$ cat src/hdl/qrs_pkg.sv
// ----------------------------------------------------------------------------
// qrs_pkg
// Types, widths and constants shared by the quadratic root solver modules.
// ----------------------------------------------------------------------------
package qrs_pkg;

    localparam int COEF_W    = 16;                      // coefficient width
    localparam int FRAC_BITS = 8;                       // fraction bits
    localparam int PROD_W    = 2 * COEF_W;              // product width
    localparam int DISC_W    = 2 * COEF_W + 3;          // signed discriminant
    localparam int SQ_W      = COEF_W + 1;              // root of discriminant
    localparam int SQ_XW     = 2 * SQ_W;                // radicand shift register
    localparam int NUM_W     = COEF_W + 3;              // signed numerator
    localparam int MAG_W     = COEF_W + 2;              // numerator magnitude
    localparam int DV_DW     = MAG_W + FRAC_BITS;       // dividend and quotient
    localparam int DV_RW     = COEF_W + 1;              // divisor and remainder
    localparam int LATENCY   = 2 + SQ_W + 1 + DV_DW + 1;

    typedef enum logic [1:0] {
        ST_REAL     = 2'd0,
        ST_NEG_DISC = 2'd1,
        ST_A_ZERO   = 2'd2
    } t_status;

    typedef struct packed {
        logic signed [COEF_W-1:0] coef_a;
        logic signed [COEF_W-1:0] coef_b;
        logic signed [COEF_W-1:0] coef_c;
    } t_coef;

    typedef struct packed {
        logic signed [COEF_W-1:0] root_minus;
        logic signed [COEF_W-1:0] root_plus;
        t_status                  solve_status;
        logic                     saturated;
    } t_result;

    // data moving along the square root row
    typedef struct packed {
        logic [SQ_XW-1:0]         x;
        logic [SQ_W:0]            rem;
        logic [SQ_W-1:0]          root;
        t_status                  status;
        logic signed [COEF_W-1:0] a;
        logic signed [COEF_W-1:0] b;
    } t_sq_bus;

    // data moving along a divider row
    typedef struct packed {
        logic [DV_DW-1:0] dd;
        logic [DV_RW-1:0] rem;
        logic [DV_RW-1:0] divisor;
        logic             neg;
        t_status          status;
    } t_dv_bus;

endpackage

$ cat src/hdl/qrs_div_cell.sv
// ----------------------------------------------------------------------------
// qrs_div_cell
// One step of a pipelined restoring divider: resolves one quotient bit.
// ----------------------------------------------------------------------------
module qrs_div_cell
    import qrs_pkg::*;
(
    input  logic    i_clk,
    input  logic    i_rst_n,
    input  logic    i_valid,
    input  t_dv_bus i_bus,
    output logic    o_valid,
    output t_dv_bus o_bus
);

    logic    r_valid;
    t_dv_bus r_bus;
    t_dv_bus n_bus;

    logic [DV_RW:0]   rem_sh;
    logic [DV_RW+1:0] diff;

    always_comb begin
        rem_sh = {i_bus.rem, i_bus.dd[DV_DW-1]};
        diff   = {1'b0, rem_sh} - {2'b00, i_bus.divisor};
        n_bus  = i_bus;
        // quotient bits shift in behind the dividend bits
        n_bus.dd  = {i_bus.dd[DV_DW-2:0], ~diff[DV_RW+1]};
        n_bus.rem = diff[DV_RW+1] ? rem_sh[DV_RW-1:0] : diff[DV_RW-1:0];
    end

    always_ff @(posedge i_clk) begin
        if (!i_rst_n) begin
            r_valid <= 1'b0;
        end else begin
            r_valid <= i_valid;
        end
        r_bus <= n_bus;
    end

    assign o_valid = r_valid;
    assign o_bus   = r_bus;

endmodule

$ cat config.mk
export PLATFORM = sky130hd
export DESIGN_NAME = qrs_div_cell
export DESIGN_NICKNAME = d
export VERILOG_FILES = /design/src/hdl/qrs_pkg.sv /design/src/hdl/qrs_div_cell.sv
export SDC_FILE = /design/constraint.sdc
export NUM_CORES = 1
export LEC_CHECK = 0
export ABC_CLOCK_PERIOD_IN_PS = 5750
export BUFFER_PORTS_ARGS = -buffer_cell sky130_fd_sc_hd__buf_2
export CORE_ASPECT_RATIO = 0.75
export CORE_MARGIN = 1
export CORE_UTILIZATION = 49
export DETAILED_ROUTE_END_ITERATION = 10
export PLACE_DENSITY = 0.81
export SLEW_MARGIN = 20
export SYNTH_ARGS = -nofsm -noshare
export SYNTH_HDL_FRONTEND = slang
export SYNTH_SLANG_ARGS = --single-unit
$ cat constraint.sdc
create_clock -name i_clk -period 5.75 [get_ports i_clk]
set_clock_uncertainty 0.1 [all_clocks]
set_input_delay 1.15 -clock i_clk [delete_from_list [all_inputs] [get_ports i_clk]]
set_output_delay 1.15 -clock i_clk [all_outputs]
set_load 0.02 [all_outputs]
### Yosys cells after proc, flatten, opt, wreduce, memory -nomap -nowiden

Index checks and enable logic that the tools add are counted.

* add/sub/neg operators: 1
* multiplexer cells: 1
* bitwise logic cells: 1

Operator list (count)
* subtractor 18 x 17 -> 19 bit: 1
* 2-to-1 mux 17 bit: 1
* inverter 1 bit: 1

* flip-flop bits (word level): 64
* input bits: 66
* output and inout bits: 64
* word-level logic and storage cells: 9

### Logic depth before layout (Yosys ltp)

* word-level depth: 2
* depth in mapped cells: 12
* gate-level depth less buffers: 10

### Worst setup path after synthesis

Ideal clock, no wire load.

* path type: input port to flip-flop
* start point: input port i_bus[8] (netlist bit)
* end point: register r_bus, in the netlist o_bus[29]
* setup time: 0.123 ns
* data arrival time: 3.125 ns
* data required time: 5.527 ns
* setup slack: 2.402 ns
* cell stages on the path: 10
* buffers on the path: 2
* path through: inv_1 -> ha_1 -> a21o_1 -> a31oi_1 -> a2111oi_4 -> o21ai_2 -> and2_1 -> buf_6 -> buf_6 -> mux2_1

RTL lines
* from (decl): RTL line qrs_div_cell.sv:11 `input t_dv_bus i_bus,`
* to (signal assigned): RTL line qrs_div_cell.sv:38 `r_bus <= n_bus;`
* to (decl): RTL line qrs_div_cell.sv:17 `t_dv_bus r_bus;`

==> metrics.md <==
| Metric | Value |
|---|---|
| Status | complete, no violations |
| 1st-iter DRT viols | 102 |
| Fmax achieved | 270 MHz |
| Maxcap violations | 0 |
| Met3 Use GR | 0.0854 |
| First-pass GRT wire length | 8820 um |
| Leakage | 1.72 nW |
| Drt via density | 4.97 |
| Placement Rows | 22 |
| Slew margin rel. | 0.381 |
| Via Count | 2263 |
| Avg Inst Size Synth | 10.5 um^2 |
| Final Non-Filler Cells | 455 |
| Layout cells sized above 1 | 0.397 |
| Routed WL per cell | 12.4 um |
| Met2 GRT Util | 0.324 |
| Number of diodes | 0 |
| Met1 usage | 0.258 |
| Top Ports | 130 |
| CTS Root Cell | clkbuf_8 |
| Async set-reset flop share out of synthesis | 0 |
| Final Cycle Share | 0.645 |
| GR peak layer | met2 |
| I/O Buffers | 129 |
| Area leader, netlist | dfxtp_1 |
| Critical path required time | 5.86 ns |
| Area Growth Syn to Fin | 34.8% |
| CTS buffer count | 9 |
| Final Hold Fails | 0 |
| Post-DP HPWL | 4460 um |
| Post-CTS setup buffers | 0 |
| Final slew viol count | 0 |
| Worst-path clk slew | 0.07 ns |
| PD cells | 336 mW/mm^2 |
| Final nets | 462 |
| Post-synth net total | 330 |
| Vias in the first global route | 2010 |
| Sequential-to-total area share from yosys stat | 0.497 |
| Crit end category | flip-flop |
| Initial Utilization | 0.518 |
| Cell Count Post-Placement | 439 |
| Synthesized flop and latch total | 64 |
| Largest net degree at the start of global routing | 19 |
| Number of synthesized flops with an enable pin | 0 |
| Die area | 0.00556 mm^2 |
| Commonest cells post-synth | dfxtp_1 (64), inv_1 (25), ha_1 (17), mux2_1 (13) |
| Mapped Area | 0.00258 mm^2 |
| Setup TNS | 0 ns |
| Top-count cell post-synth | dfxtp_1 |
| PostCTS Resize Cnt | 0 |
| Pre-antenna DRT Iters | 4 |
| Worst slew pin tran | 0.929 ns |
| Total Wirelength | 5640 um |
| Worst Hold Class | in -> reg |
| DRC errors left | 0 |
| Core box area | 0.00498 mm^2 |
| Sink Count | 64 |
| Ranking of synthesized cells by area | dfxtp_1 (50%), ha_1 (8.2%), mux2_1 (5.7%) |
| Yosys warnings | 0 |
| CTS Hold Bufs | 0 |
| Min cycle time layout | 3.71 ns |
| Cells after Synth | 246 |
| Remaining Overflow, GRT | 0 |
| Setup Viol. Count Final | 0 |
| Max FO, Critical Path | 18 |
| Distinct cells, synth | 47 |
| Layout Utilization | 0.698 |
| Initial antenna violation count | 0 |
| Die width | 85.8 um |
| Die height | 64.8 um |
| VDD IR max | 0.000183 V |
| Critical path type | in -> reg |
| Worst Path Arrival | 3.82 ns |
| Top-area cell type share of the netlist area | 0.497 |
| Primary FF master, synth | dfxtp_1 |
| CP Launch Type | input port |
| # fillers | 395 |
| H-tree depth | 3 |
| CTS tree | yes |
| Placer Congestion | 0.902 |
| Clk buf depth | 2 |
| Post-DRT Antenna Nets | 0 |
| RSZ-0062 raised after global routing | false |
| Total track usage | 0.206 |
## layout by cell type, fill, tap and decap left out, types with 7 or more instances in the layout
cell type	count
ha_1	17
mux2_1	13
buf_2	129
a21oi_1	11
inv_1	25
clkbuf_8	9
nor2_1	12
dfxtp_1	64
nor3_1	7
o21ai_0	9
nand2_1	12
## power breakdown
part / switching (mW) / internal (mW)
sequential: 0.00996 / 0.486
combinational: 0.157 / 0.105
clock: 0.165 / 0.244
## layer usage
| layer | wire [um] | up-vias | share of wire |
|---|---|---|---|
| met5 | 0 | - | 0 |
| met4 | 37 | 0 | 0.0066 |
| met3 | 568 | 6 | 0.10 |
| met2 | 2580 | 114 | 0.46 |
| met1 | 2450 | 1018 | 0.44 |
| li1 | - | 1125 | - |
## registers in the layout (all words and copies together) (netlist names)
| signal | flops |
|---|---|
| o_bus | 63 |
| o_valid | 1 |
## per-stage QoR
| step | hold WS, ns | cell area (um^2) | worst slack, ns | power, mW |
|---|---|---|---|---|
| floorplan | 1.08 | 2580 | 2.40 | 0.681 |
| global placement | 1.15 | 3260 | 1.85 | 0.759 |
| detailed placement | 1.15 | 3260 | 1.68 | 0.767 |
| CTS | 0.801 | 3480 | 2.08 | 1.18 |
| global route | 0.799 | 3480 | 1.91 | 1.22 |
| finish | 0.815 | 3480 | 2.04 | 1.17 |
## kinds of logic after synthesis
group,synth area share
mux,0.0568
compound gates,0.163
xor+xnor,0.0306
simple gates,0.105
fa+ha+maj,0.0902
flops,0.497
buf+inv,0.0573
## worst max-delay path: stages
cell and delay [ns]:
buf_2 0.08, inv_1 0.03, ha_1 0.39, a21o_1 0.21
a31oi_1 0.38, a2111oi_4 0.16, o21ai_2 0.24, and2_1 0.77
mux2_1 0.39
## area by class of cell
class	instances	area, um^2	area share
inverter	26	97.6	0.0281
clock inverter	5	81.3	0.0234
sequential	64	1280	0.368
tap	72	90.1	0.0259
clock buffer	11	131	0.0378
multi-input combinational	148	1150	0.331
timing repair buffer	129	646	0.186
## path summary, 6_finish.rpt
check,slack (ns),startpoint,cells after the start,endpoint
worst max-delay path,2.04,i_bus[8],9,o_bus[28]$_DFF_P_
worst min-delay path,0.81,i_bus[48],1,o_bus[49]$_DFF_P_
Power figures use the tool's default switching activity.
