### src/hdl/qrs_pkg.sv
// ----------------------------------------------------------------------------
// qrs_pkg
// Types, widths and constants shared by the quadratic root solver modules.
// ----------------------------------------------------------------------------
package qrs_pkg;

    localparam int COEF_W    = 16;                      // coefficient width
    localparam int FRAC_BITS = 8;                       // fraction bits
    localparam int PROD_W    = 2 * COEF_W;              // product width
    localparam int DISC_W    = 2 * COEF_W + 3;          // signed discriminant
    localparam int SQ_W      = COEF_W + 1;              // root of discriminant
    localparam int SQ_XW     = 2 * SQ_W;                // radicand shift register
    localparam int NUM_W     = COEF_W + 3;              // signed numerator
    localparam int MAG_W     = COEF_W + 2;              // numerator magnitude
    localparam int DV_DW     = MAG_W + FRAC_BITS;       // dividend and quotient
    localparam int DV_RW     = COEF_W + 1;              // divisor and remainder
    localparam int LATENCY   = 2 + SQ_W + 1 + DV_DW + 1;

    typedef enum logic [1:0] {
        ST_REAL     = 2'd0,
        ST_NEG_DISC = 2'd1,
        ST_A_ZERO   = 2'd2
    } t_status;

    typedef struct packed {
        logic signed [COEF_W-1:0] coef_a;
        logic signed [COEF_W-1:0] coef_b;
        logic signed [COEF_W-1:0] coef_c;
    } t_coef;

    typedef struct packed {
        logic signed [COEF_W-1:0] root_minus;
        logic signed [COEF_W-1:0] root_plus;
        t_status                  solve_status;
        logic                     saturated;
    } t_result;

    // data moving along the square root row
    typedef struct packed {
        logic [SQ_XW-1:0]         x;
        logic [SQ_W:0]            rem;
        logic [SQ_W-1:0]          root;
        t_status                  status;
        logic signed [COEF_W-1:0] a;
        logic signed [COEF_W-1:0] b;
    } t_sq_bus;

    // data moving along a divider row
    typedef struct packed {
        logic [DV_DW-1:0] dd;
        logic [DV_RW-1:0] rem;
        logic [DV_RW-1:0] divisor;
        logic             neg;
        t_status          status;
    } t_dv_bus;

endpackage

### src/hdl/qrs_sqrt_cell.sv
// ----------------------------------------------------------------------------
// qrs_sqrt_cell
// One digit of a pipelined integer square root: resolves one root bit.
// ----------------------------------------------------------------------------
module qrs_sqrt_cell
    import qrs_pkg::*;
(
    input  logic    i_clk,
    input  logic    i_rst_n,
    input  logic    i_valid,
    input  t_sq_bus i_bus,
    output logic    o_valid,
    output t_sq_bus o_bus
);

    logic    r_valid;
    t_sq_bus r_bus;
    t_sq_bus n_bus;

    logic [SQ_W+2:0] rem_sh;
    logic [SQ_W+3:0] trial;

    always_comb begin
        rem_sh = {i_bus.rem, i_bus.x[SQ_XW-1:SQ_XW-2]};
        trial  = {1'b0, rem_sh} - {2'b00, i_bus.root, 2'b01};
        n_bus  = i_bus;
        n_bus.x = {i_bus.x[SQ_XW-3:0], 2'b00};
        if (!trial[SQ_W+3]) begin
            n_bus.rem  = trial[SQ_W:0];
            n_bus.root = {i_bus.root[SQ_W-2:0], 1'b1};
        end else begin
            n_bus.rem  = rem_sh[SQ_W:0];
            n_bus.root = {i_bus.root[SQ_W-2:0], 1'b0};
        end
    end

    always_ff @(posedge i_clk) begin
        if (!i_rst_n) begin
            r_valid <= 1'b0;
        end else begin
            r_valid <= i_valid;
        end
        r_bus <= n_bus;
    end

    assign o_valid = r_valid;
    assign o_bus   = r_bus;

endmodule

### config.mk
export PLATFORM = sky130hd
export DESIGN_NAME = qrs_sqrt_cell
export DESIGN_NICKNAME = d
export VERILOG_FILES = /design/src/hdl/qrs_pkg.sv /design/src/hdl/qrs_sqrt_cell.sv
export SDC_FILE = /design/constraint.sdc
export NUM_CORES = 1
export LEC_CHECK = 0
export ABC_AREA = 1
export BUFFER_PORTS_ARGS = -buffer_cell sky130_fd_sc_hd__buf_4
export CELL_PAD_IN_SITES_DETAIL_PLACEMENT = 1
export CELL_PAD_IN_SITES_GLOBAL_PLACEMENT = 2
export CORE_MARGIN = 1
export CORE_UTILIZATION = 24
export CTS_BUF_LIST = sky130_fd_sc_hd__clkbuf_2 sky130_fd_sc_hd__clkbuf_4 sky130_fd_sc_hd__clkbuf_8
export DETAILED_ROUTE_END_ITERATION = 12
export GPL_TIMING_DRIVEN = 0
export PLACE_DENSITY = 0.86
export SYNTH_ARGS = -nofsm -noshare
export SYNTH_HDL_FRONTEND = slang
export SYNTH_SLANG_ARGS = --single-unit
### constraint.sdc
create_clock -name i_clk -period 1.8 [get_ports i_clk]
set_input_delay 0.09 -clock i_clk [delete_from_list [all_inputs] [get_ports i_clk]]
set_output_delay 0.09 -clock i_clk [all_outputs]
set_load 0.005 [all_outputs]
* Word-level counts from Yosys, hierarchy flattened
Cells that the tools add are included.
Word-level totals: flip-flop bits (word level) 102, input bits 106, output and inout bits 104, logic and storage cells 9
Operators by class: $add $sub $neg 1, multiplexer cells 1
Operators by type and width (count):
- 2-to-1 mux 35 bit | 1
- subtractor 20 x 19 -> 21 bit | 1

* Longest topological paths before layout
Gate-level depths: netlist (run 1).
depth after elaboration 2, gate-level depth with buffers 14, depth with buffers taken out 13

* Least setup slack after synthesis (run 1)
No wires, ideal clock.
kind input -> register, start point input port i_bus[47] (netlist name), end point register r_bus (netlist bit o_bus[62]), setup time 0.113 ns, arrival time 1.438 ns, data required time 1.687 ns, slack 0.249 ns, cell stages on the path 10, buffers on the path 2, cells stage by stage inv_1 > ha_1 > a21oi_1 > nand2_1 > a21oi_4 > nand3_2 > buf_6 > buf_12 > nand3_2 > nand2_1
RTL lines:
- start: declaration | line qrs_sqrt_cell.sv:11 | input t_sq_bus i_bus,
- end signal: assignment | line qrs_sqrt_cell.sv:43 | r_bus <= n_bus;
- end: declaration | line qrs_sqrt_cell.sv:17 | t_sq_bus r_bus;

==> results of run 1 <==
[cells by family (layout without fill, tap and decap cells)]
kind of cell,count (synthesis),in the layout
and+or+nand+nor,155,155
DFF,102,102
buffers and inverters,60,383
AOI/OAI and AO/OA,29,29
adders and majority gates,18,18
xor gates and xnor gates,9,9
other,1,2
[flip-flops by register name, summed over array words and instances, names as in the netlist]
register  count
o_bus       101
o_valid       1
[layout by cell type (no fill, tap or decap), types with 3 or more instances in the layout]
cell type and n:
dlygate4sd3_1 101, clkinv_4 3, nand3b_1 7, o21ai_2 3
xor2_1 7, nand3_2 8, nand2_1 87, a21oi_1 11
ha_1 18, nand2_2 4, nand3_1 10, inv_2 3
inv_1 52, o21ai_0 12, nand4_1 10, dfxtp_1 102
nor2_1 21, nor3_1 3, clkbuf_8 9, buf_4 209
[power groups by stage]
| stage | Sequential [W] | Combinational (W) | Clock [W] |
|---|---|---|---|
| after CTS | 0.00249 | 0.00120 | 0.00144 |
| after global placement | 0.00254 | 0.00100 | 0 |
| after floorplan | 0.00256 | 0.000412 | 0 |
| final | 0.00249 | 0.00120 | 0.00136 |
| after global routing | 0.00251 | 0.00133 | 0.00152 |
| after detailed placement | 0.00254 | 0.00101 | 0 |
[critical path, cell delays in order]
cell and delay, ns:
buf_4 0.09, inv_1 0.04, ha_1 0.37, nand2_2 0.15, inv_2 0.05, nand2_1 0.06, nand2_1 0.06, inv_2 0.08
nand2_1 0.07, nand2_2 0.18, nand3_2 0.12, buf_6 0.17, buf_12 0.15, nand3_2 0.06, nand2_1 0.05
[per-stage QoR]
step | power, W | setup WS, ns | cell area, um2 | utilization
after global routing | 0.00537 | 0.123 | 6520 | 0.450
final | 0.00505 | 0.271 | 6520 | 0.450
after detailed placement | 0.00356 | -0.153 | 5330 | 0.368
after CTS | 0.00513 | 0.272 | 6520 | 0.450
after global placement | 0.00354 | -0.138 | 5330 | 0.368
after floorplan | 0.00297 | 0.249 | 3540 | -
[timing repair]
action / in CTS / in global routing
hold endpoints to repair: 100 / 0
hold buffers: 101 / 0
setup buffers: 0 / 0
[layer usage]
layer,GRT usage,up-vias,share of wire
met1,0.176,1697,0.37
met4,0.0708,0,0.025
li1,-,1807,-
met2,0.354,134,0.54
met3,0.0540,23,0.073
met5,0,-,0
[layout make-up]
| class | instances | area, um2 |
|---|---|---|
| Timing Repair Buffer | 308 | 2560 |
| Multi-Input combinational cell | 213 | 1240 |
| Clock inverter | 6 | 56.3 |
| Fill cell | 1677 | 7960 |
| Tap cell | 184 | 230 |
| Inverter | 55 | 206 |
| Sequential cell | 102 | 2040 |
| Clock buffer | 9 | 124 |
| Buffer | 5 | 51.3 |
[how the worst max path moves through the flow]
stage	from	end	slack, ns	depth (start not counted)
after floorplan	i_bus[47]	o_bus[62]$_DFF_P_	0.25	10
after global placement	i_bus[45]	o_bus[63]$_DFF_P_	-0.14	13
after detailed placement	i_bus[45]	o_bus[64]$_DFF_P_	-0.15	13
after CTS	i_bus[45]	o_bus[67]$_DFF_P_	0.27	13
after global routing	i_bus[38]	o_bus[67]$_DFF_P_	0.12	15
final	i_bus[42]	o_bus[67]$_DFF_P_	0.27	15
==> impl_metrics.json, run 1 <==
{
  "synth_xor_area_frac": 0.0223,
  "final_hold_viol_count": 0,
  "areaGrowthSynthToFinish_pct": 84.2,
  "rsz0062_at_grt": "no",
  "dp.cells": 766,
  "die_height_um": 123,
  "drt_iter0_drc": 143,
  "cts_buffers": 9,
  "synthTopCellsByArea": "dfxtp_1 58%, nand2_1 9.2%, ha_1 6.4%",
  "yosys_most_used_dff": "dfxtp_1",
  "max_cap_viol_count": 0,
  "min_from": "i_bus[102]",
  "ys_seq_area_frac": 0.577,
  "gp_congestion": 0.813,
  "synth_fa_ha_area_frac": 0.0636,
  "yosys.area.top_type": "dfxtp_1",
  "first_pass_iters": 4,
  "synth_edf_count": 0,
  "critPathMaxFanout": 10,
  "combinationalPowerShare": 0.238,
  "hold_class": "input pin to flip-flop",
  "worstPathArrival_ns": 1.80,
  "ctsResizeCount": 0,
  "ir_drop_uv": 360,
  "finalNonFillerCells": 882,
  "synth_top_family_by_area": "simple AND/OR/NAND/NOR gates",
  "internal_power_w": 0.00364,
  "ys_warn_count": 0,
  "rows": 44,
  "cts-root-buf": "clkbuf_8",
  "p_switching_w": 0.00141,
  "grt_overflow": 0,
  "leakagePower_nw": 3.29,
  "netlist_area_um2": 3540,
  "period_share": 0.849,
  "cts.path.max_buffers": 2,
  "setup-violations-final": 0,
  "yosysTopAreaCellShare": 0.577,
  "swShare": 0.280,
  "track_usage": 0.181,
  "p_per_area_nw_per_um2": 775,
  "yosysMostFrequentCell": "dfxtp_1",
  "portBuffers": 207,
  "routed_via_density": 4.15,
  "seq_power_share": 0.494,
  "min_path_cells": 3,
  "synth-compound-area-share": 0.0488,
  "syn_area_per_cell_um2": 9.46,
  "hold-path-endpoint": "o_bus[52]$_DFF_P_",
  "drive_above_1_share": 0.358,
  "crit_type": "input pin to flip-flop",
  "ys_ff_latch": 102,
  "fin_tns_setup_ns": 0,
  "synthMuxAreaShare": 0,
  "cp-start-kind": "input pin",
  "p_clk_frac": 0.269,
  "wl_mm": 13.7,
  "status": "finished, final reports clean",
  "nets": 818,
  "cp-end-kind": "flip-flop",
  "wl_per_cell_um": 15.5,
  "synth_cell_types": 28,
  "num_antenna_cells": 0,
  "grt_max_degree": 19,
  "num_vias": 3661,
  "synth-simple-area-share": 0.214,
  "core-area_um2": 14500,
  "timing.hold.ws_ns": 0.0851,
  "die_area_um2": 15200,
  "ios": 210,
  "dp_hpwl_mm": 8.83,
  "drc": 0,
  "crit_required_ns": 2.07,
  "antenna_found_initial": 0,
  "start_util": 0.244,
  "clock.fmax_mhz": 654,
  "grt_pass1_vias": 4048,
  "h-tree-depth": 3,
  "synth_commonest_cells": "102 x dfxtp_1, 87 x nand2_1, 52 x inv_1, 21 x nor2_1, 18 x ha_1",
  "cts.sinks": 102,
  "async_flop_share": 0,
  "postSynthCellCount": 374,
  "drv_slew": 0,
  "ant_nets": 0,
  "die_w_um": 123,
  "grt_pass1_wl_mm": 20.5,
  "clk_pin_slew_worst_paths_ns": 0.10,
  "period_minus_slack_ns": 1.53,
  "cts_tree": "done"
}
Note: power is estimated with default switching activity, not from simulation.
==> run 2, diff against run 1 <==
CORE_UTILIZATION = 22   (was 24)
PLACE_DENSITY = 0.83   (was 0.86)
clock period = 1.4 ns   (was 1.8 ns; I/O delays follow)
==> impl_metrics.json, run 2 (synthesized netlist as in run 1, its figures left out) <==
{
  "ir_drop_uv": 437,
  "hold_class": "input pin to flip-flop",
  "use_met3": 0.0474,
  "num_antenna_cells": 0,
  "die_area_um2": 16600,
  "critPathMaxFanout": 4,
  "core-area_um2": 15400,
  "wl_per_cell_um": 15.3,
  "nets": 821,
  "crit_type": "input pin to flip-flop",
  "wl_mm": 14.0,
  "largest_reg_flops": 101,
  "ios": 210,
  "die_w_um": 129,
  "period_minus_slack_ns": 1.29,
  "grt_max_degree": 19,
  "h-tree-depth": 3,
  "final_area_um2": 6810,
  "top_usage_layer": "met2",
  "min_path_cells": 3,
  "grt_pass1_wl_mm": 20.9,
  "layout_common_cells": "212 x buf_4, 102 x dfxtp_1, 101 x dlygate4sd3_1",
  "routed_via_density": 3.98,
  "clk_pin_slew_worst_paths_ns": 0.10,
  "grt_overflow": 0,
  "cts_buffers": 9,
  "drive_above_1_share": 0.398,
  "rows": 45,
  "drc": 0,
  "antenna_found_initial": 0,
  "cp-end-kind": "flip-flop",
  "layout_setup_ws_ns": 0.106,
  "drv_slew": 0,
  "final_common_cell": "buf_4",
  "max_cap_viol_count": 0,
  "grt_use_met1": 0.178,
  "post_dp_cell_area_um2": 5580,
  "rsz0062_at_grt": "no",
  "ant_nets": 0,
  "setup-violations-final": 0,
  "status": "finished, final reports clean",
  "grtUsageMet2": 0.321,
  "cts.path.max_buffers": 2,
  "start_util": 0.229,
  "cts-root-buf": "clkbuf_8",
  "gp_congestion": 0.820,
  "final_hold_viol_count": 0,
  "min_from": "i_bus[102]",
  "num_vias": 3634,
  "cp-start-kind": "input pin",
  "first_pass_iters": 4,
  "hold-path-endpoint": "o_bus[52]$_DFF_P_",
  "cts_tree": "done",
  "leakagePower_nw": 3.32,
  "track_usage": 0.169,
  "drt_iter0_drc": 145,
  "period_share": 0.924,
  "grt_pass1_vias": 3907,
  "clock.fmax_mhz": 773,
  "cts.sinks": 102,
  "dp_slack_ns": -0.442,
  "areaGrowthSynthToFinish_pct": 92.3,
  "p_per_area_nw_per_um2": 974,
  "worstPathArrival_ns": 1.57,
  "crit_required_ns": 1.67,
  "portBuffers": 207,
  "die_height_um": 129,
  "dp_hpwl_mm": 9.48
}
run 2: cell types whose count changed in the layout (fill, tap and decap cells not counted), sizes merged:
cell,before,now
buf,212,215
clkinv,3,1
inv,57,59
run 2: how the worst max path moves through the flow:
stage | from | to | slack (ns)
final | i_bus[35] | o_bus[65]$_DFF_P_ | 0.11
after global routing | i_bus[39] | o_bus[63]$_DFF_P_ | 0.009
after CTS | i_bus[48] | o_bus[63]$_DFF_P_ | 0.02
after detailed placement | i_bus[42] | o_bus[63]$_DFF_P_ | -0.44
after global placement | i_bus[41] | o_bus[63]$_DFF_P_ | -0.43
after floorplan | i_bus[42] | o_bus[62]$_DFF_P_ | 0.0004
run 2: cell type report:
type                            instances  area [um2]
Fill cell                            1792        8620
Inverter                               55         206
Timing Repair Buffer                  311        2590
Multi-Input combinational cell        213        1480
Sequential cell                       102        2040
Buffer                                  5        51.3
Tap cell                              211         264
Clock buffer                            9         124
Clock inverter                          6        51.3
run 2: repair_timing:
item                                    CTS  global route
pin swaps                                 0             5
hold buffers                            101             0
setup buffers                             0             3
cloned                                    0             0
resized for setup                         2             2
endpoints found under the setup margin    4            14
hold endpoints to repair                100             0
run 2: metrics by stage:
step           setup TNS (ns)   util  power [W]  hold slack (ns)  instances
2_1_floorplan               0      -    0.00390           0.0977        375
3_3_place_gp            -6.81  0.362    0.00467            0.175        793
3_5_place_dp            -7.02  0.362    0.00469            0.176        793
4_1_cts                     0  0.440    0.00671           0.0116        909
5_1_grt                     0  0.441    0.00702           0.0488        912
6_report                    0  0.441    0.00663           0.0361        912
run 2: layer usage:
layer / wire, um / share of wire
met5: 0 / 0
met4: 246 / 0.018
met3: 1030 / 0.074
met2: 7150 / 0.51
met1: 5570 / 0.40
run 2: report_power, final:
part / internal [W] / total [W] / switching [W]
logic: 0.000955 / 0.00167 / 0.000710
clock network: 0.000666 / 0.00176 / 0.00109
registers: 0.00313 / 0.00321 / 0.0000750
run 2: worst max-delay path, stage by stage:
cell and delay, ns:
buf_4 0.11, inv_1 0.09, ha_4 0.23, a21oi_2 0.23, o21bai_1 0.13, o21ai_0 0.40, nand3b_1 0.16, nand3_2 0.10
nand2_1 0.06
==> run 3, diff against run 2 <==
PLACE_DENSITY = 0.81   (was 0.83)
==> impl_metrics.json, run 3 (synthesized netlist as in run 1, its figures left out) <==
{
  "ir_drop_uv": 588,
  "final_common_cell": "buf_4",
  "wl_per_cell_um": 15.4,
  "critical-path-top-delay-family": "simple AND/OR/NAND/NOR gates",
  "cts.path.max_buffers": 2,
  "fin_util": 0.445,
  "cp-end-kind": "flip-flop",
  "fin_tns_setup_ns": 0,
  "nFillCells": 1781,
  "start_util": 0.229,
  "grt_pass1_vias": 4009,
  "num_antenna_cells": 0,
  "crit_type": "input pin to flip-flop",
  "cts_tree": "done",
  "dp_hpwl_mm": 9.36,
  "grt_overflow": 0,
  "period_share": 0.924,
  "gp_congestion": 0.827,
  "nets": 823,
  "p_per_area_nw_per_um2": 998,
  "cts-root-buf": "clkbuf_8",
  "cts_buffers": 9,
  "track_usage": 0.170,
  "rsz0062_at_grt": "no",
  "slowest_stage": "ha_4",
  "areaGrowthSynthToFinish_pct": 94.2,
  "core-area_um2": 15400,
  "status": "finished, final reports clean",
  "num_vias": 3661,
  "die_height_um": 129,
  "final_hold_viol_count": 0,
  "path_cells": "buf_4 > inv_1 > ha_4 > nand4_1 > nor2_4 > buf_4 > nand2_4 > nand3_2 > buf_8 > buf_12 > nand3_2 > nand2_1",
  "antenna_found_initial": 0,
  "largest_reg_flops": 101,
  "setup-violations-final": 0,
  "worstPathArrival_ns": 1.62,
  "ios": 210,
  "clk_pin_slew_worst_paths_ns": 0.11,
  "min_path_cells": 3,
  "portBuffers": 207,
  "layout_setup_ws_ns": 0.107,
  "min_from": "i_bus[102]",
  "cpPeakStageDelay_ns": 0.29,
  "crit_required_ns": 1.72,
  "cp-start-kind": "input pin",
  "critPathBufInv": 5,
  "drv_slew": 0,
  "die_area_um2": 16600,
  "drt_iter0_drc": 91,
  "drc": 0,
  "max_cap_viol_count": 0,
  "leakagePower_nw": 3.35,
  "ant_nets": 0,
  "routed_via_density": 4.00,
  "critPathMaxFanout": 10,
  "h-tree-depth": 3,
  "layout_common_cells": "214 x buf_4, 102 x dfxtp_1, 101 x dlygate4sd3_1",
  "grt_pass1_wl_mm": 21.2,
  "dp_slack_ns": -0.452,
  "clock.fmax_mhz": 773,
  "hold_class": "input pin to flip-flop",
  "die_w_um": 129,
  "first_pass_iters": 4,
  "path_depth": 12,
  "drive_above_1_share": 0.403,
  "crit_start": "i_bus[48]",
  "rows": 45,
  "p_total_w": 0.00686,
  "period_minus_slack_ns": 1.29,
  "wl_mm": 14.1,
  "cts.sinks": 102,
  "grt_max_degree": 22
}
## run 3: area by class of cell
type	instances	area [um2]	share of cell area
repair buffers	313	2600	0.379
flip-flops and latches	102	2040	0.297
multi-input cells	213	1490	0.217
well taps	211	264	0.0384
inverters	55	206	0.0300
clock buffers	9	124	0.0180
clock inverters	7	86.3	0.0126
plain buffers	5	55.1	0.00801
## run 3: metal layers
metal,GRT usage,part of all wire,up-vias
li1,-,-,1818
met1,0.179,0.38,1699
met2,0.329,0.53,133
met3,0.0503,0.075,11
met4,0.0360,0.0097,0
met5,0,0,-
## run 3: final timing paths
kind	slack [ns]	end
setup / recovery	0.11	o_bus[67]$_DFF_P_
hold / removal	0.06	o_bus[52]$_DFF_P_
## run 3: per-stage QoR
step | hold slack (ns) | std cells | instance area (um2)
after floorplan | 0.0977 | 375 | 3770
after global placement | 0.175 | 793 | 5580
after detailed placement | 0.176 | 793 | 5580
after CTS | 0.0334 | 911 | 6830
after global routing | 0.0461 | 915 | 6870
final | 0.0643 | 915 | 6870
## run 3: report_power, final
group          leakage, nW  switching [W]  internal [W]  total [W]
registers            0.861      0.0000738       0.00313    0.00321
clock network        0.105        0.00124      0.000727    0.00197
logic                 2.39       0.000720      0.000960    0.00168
## run 3: repair_timing
| item | in CTS | in global routing |
|---|---|---|
| buffers inserted | 1 | 4 |
| setup endpoints to repair | 6 | 13 |
| hold buffers | 101 | 0 |
| hold endpoints to repair | 100 | 0 |
| pin swaps | 1 | 2 |
| resized for setup | 2 | 7 |
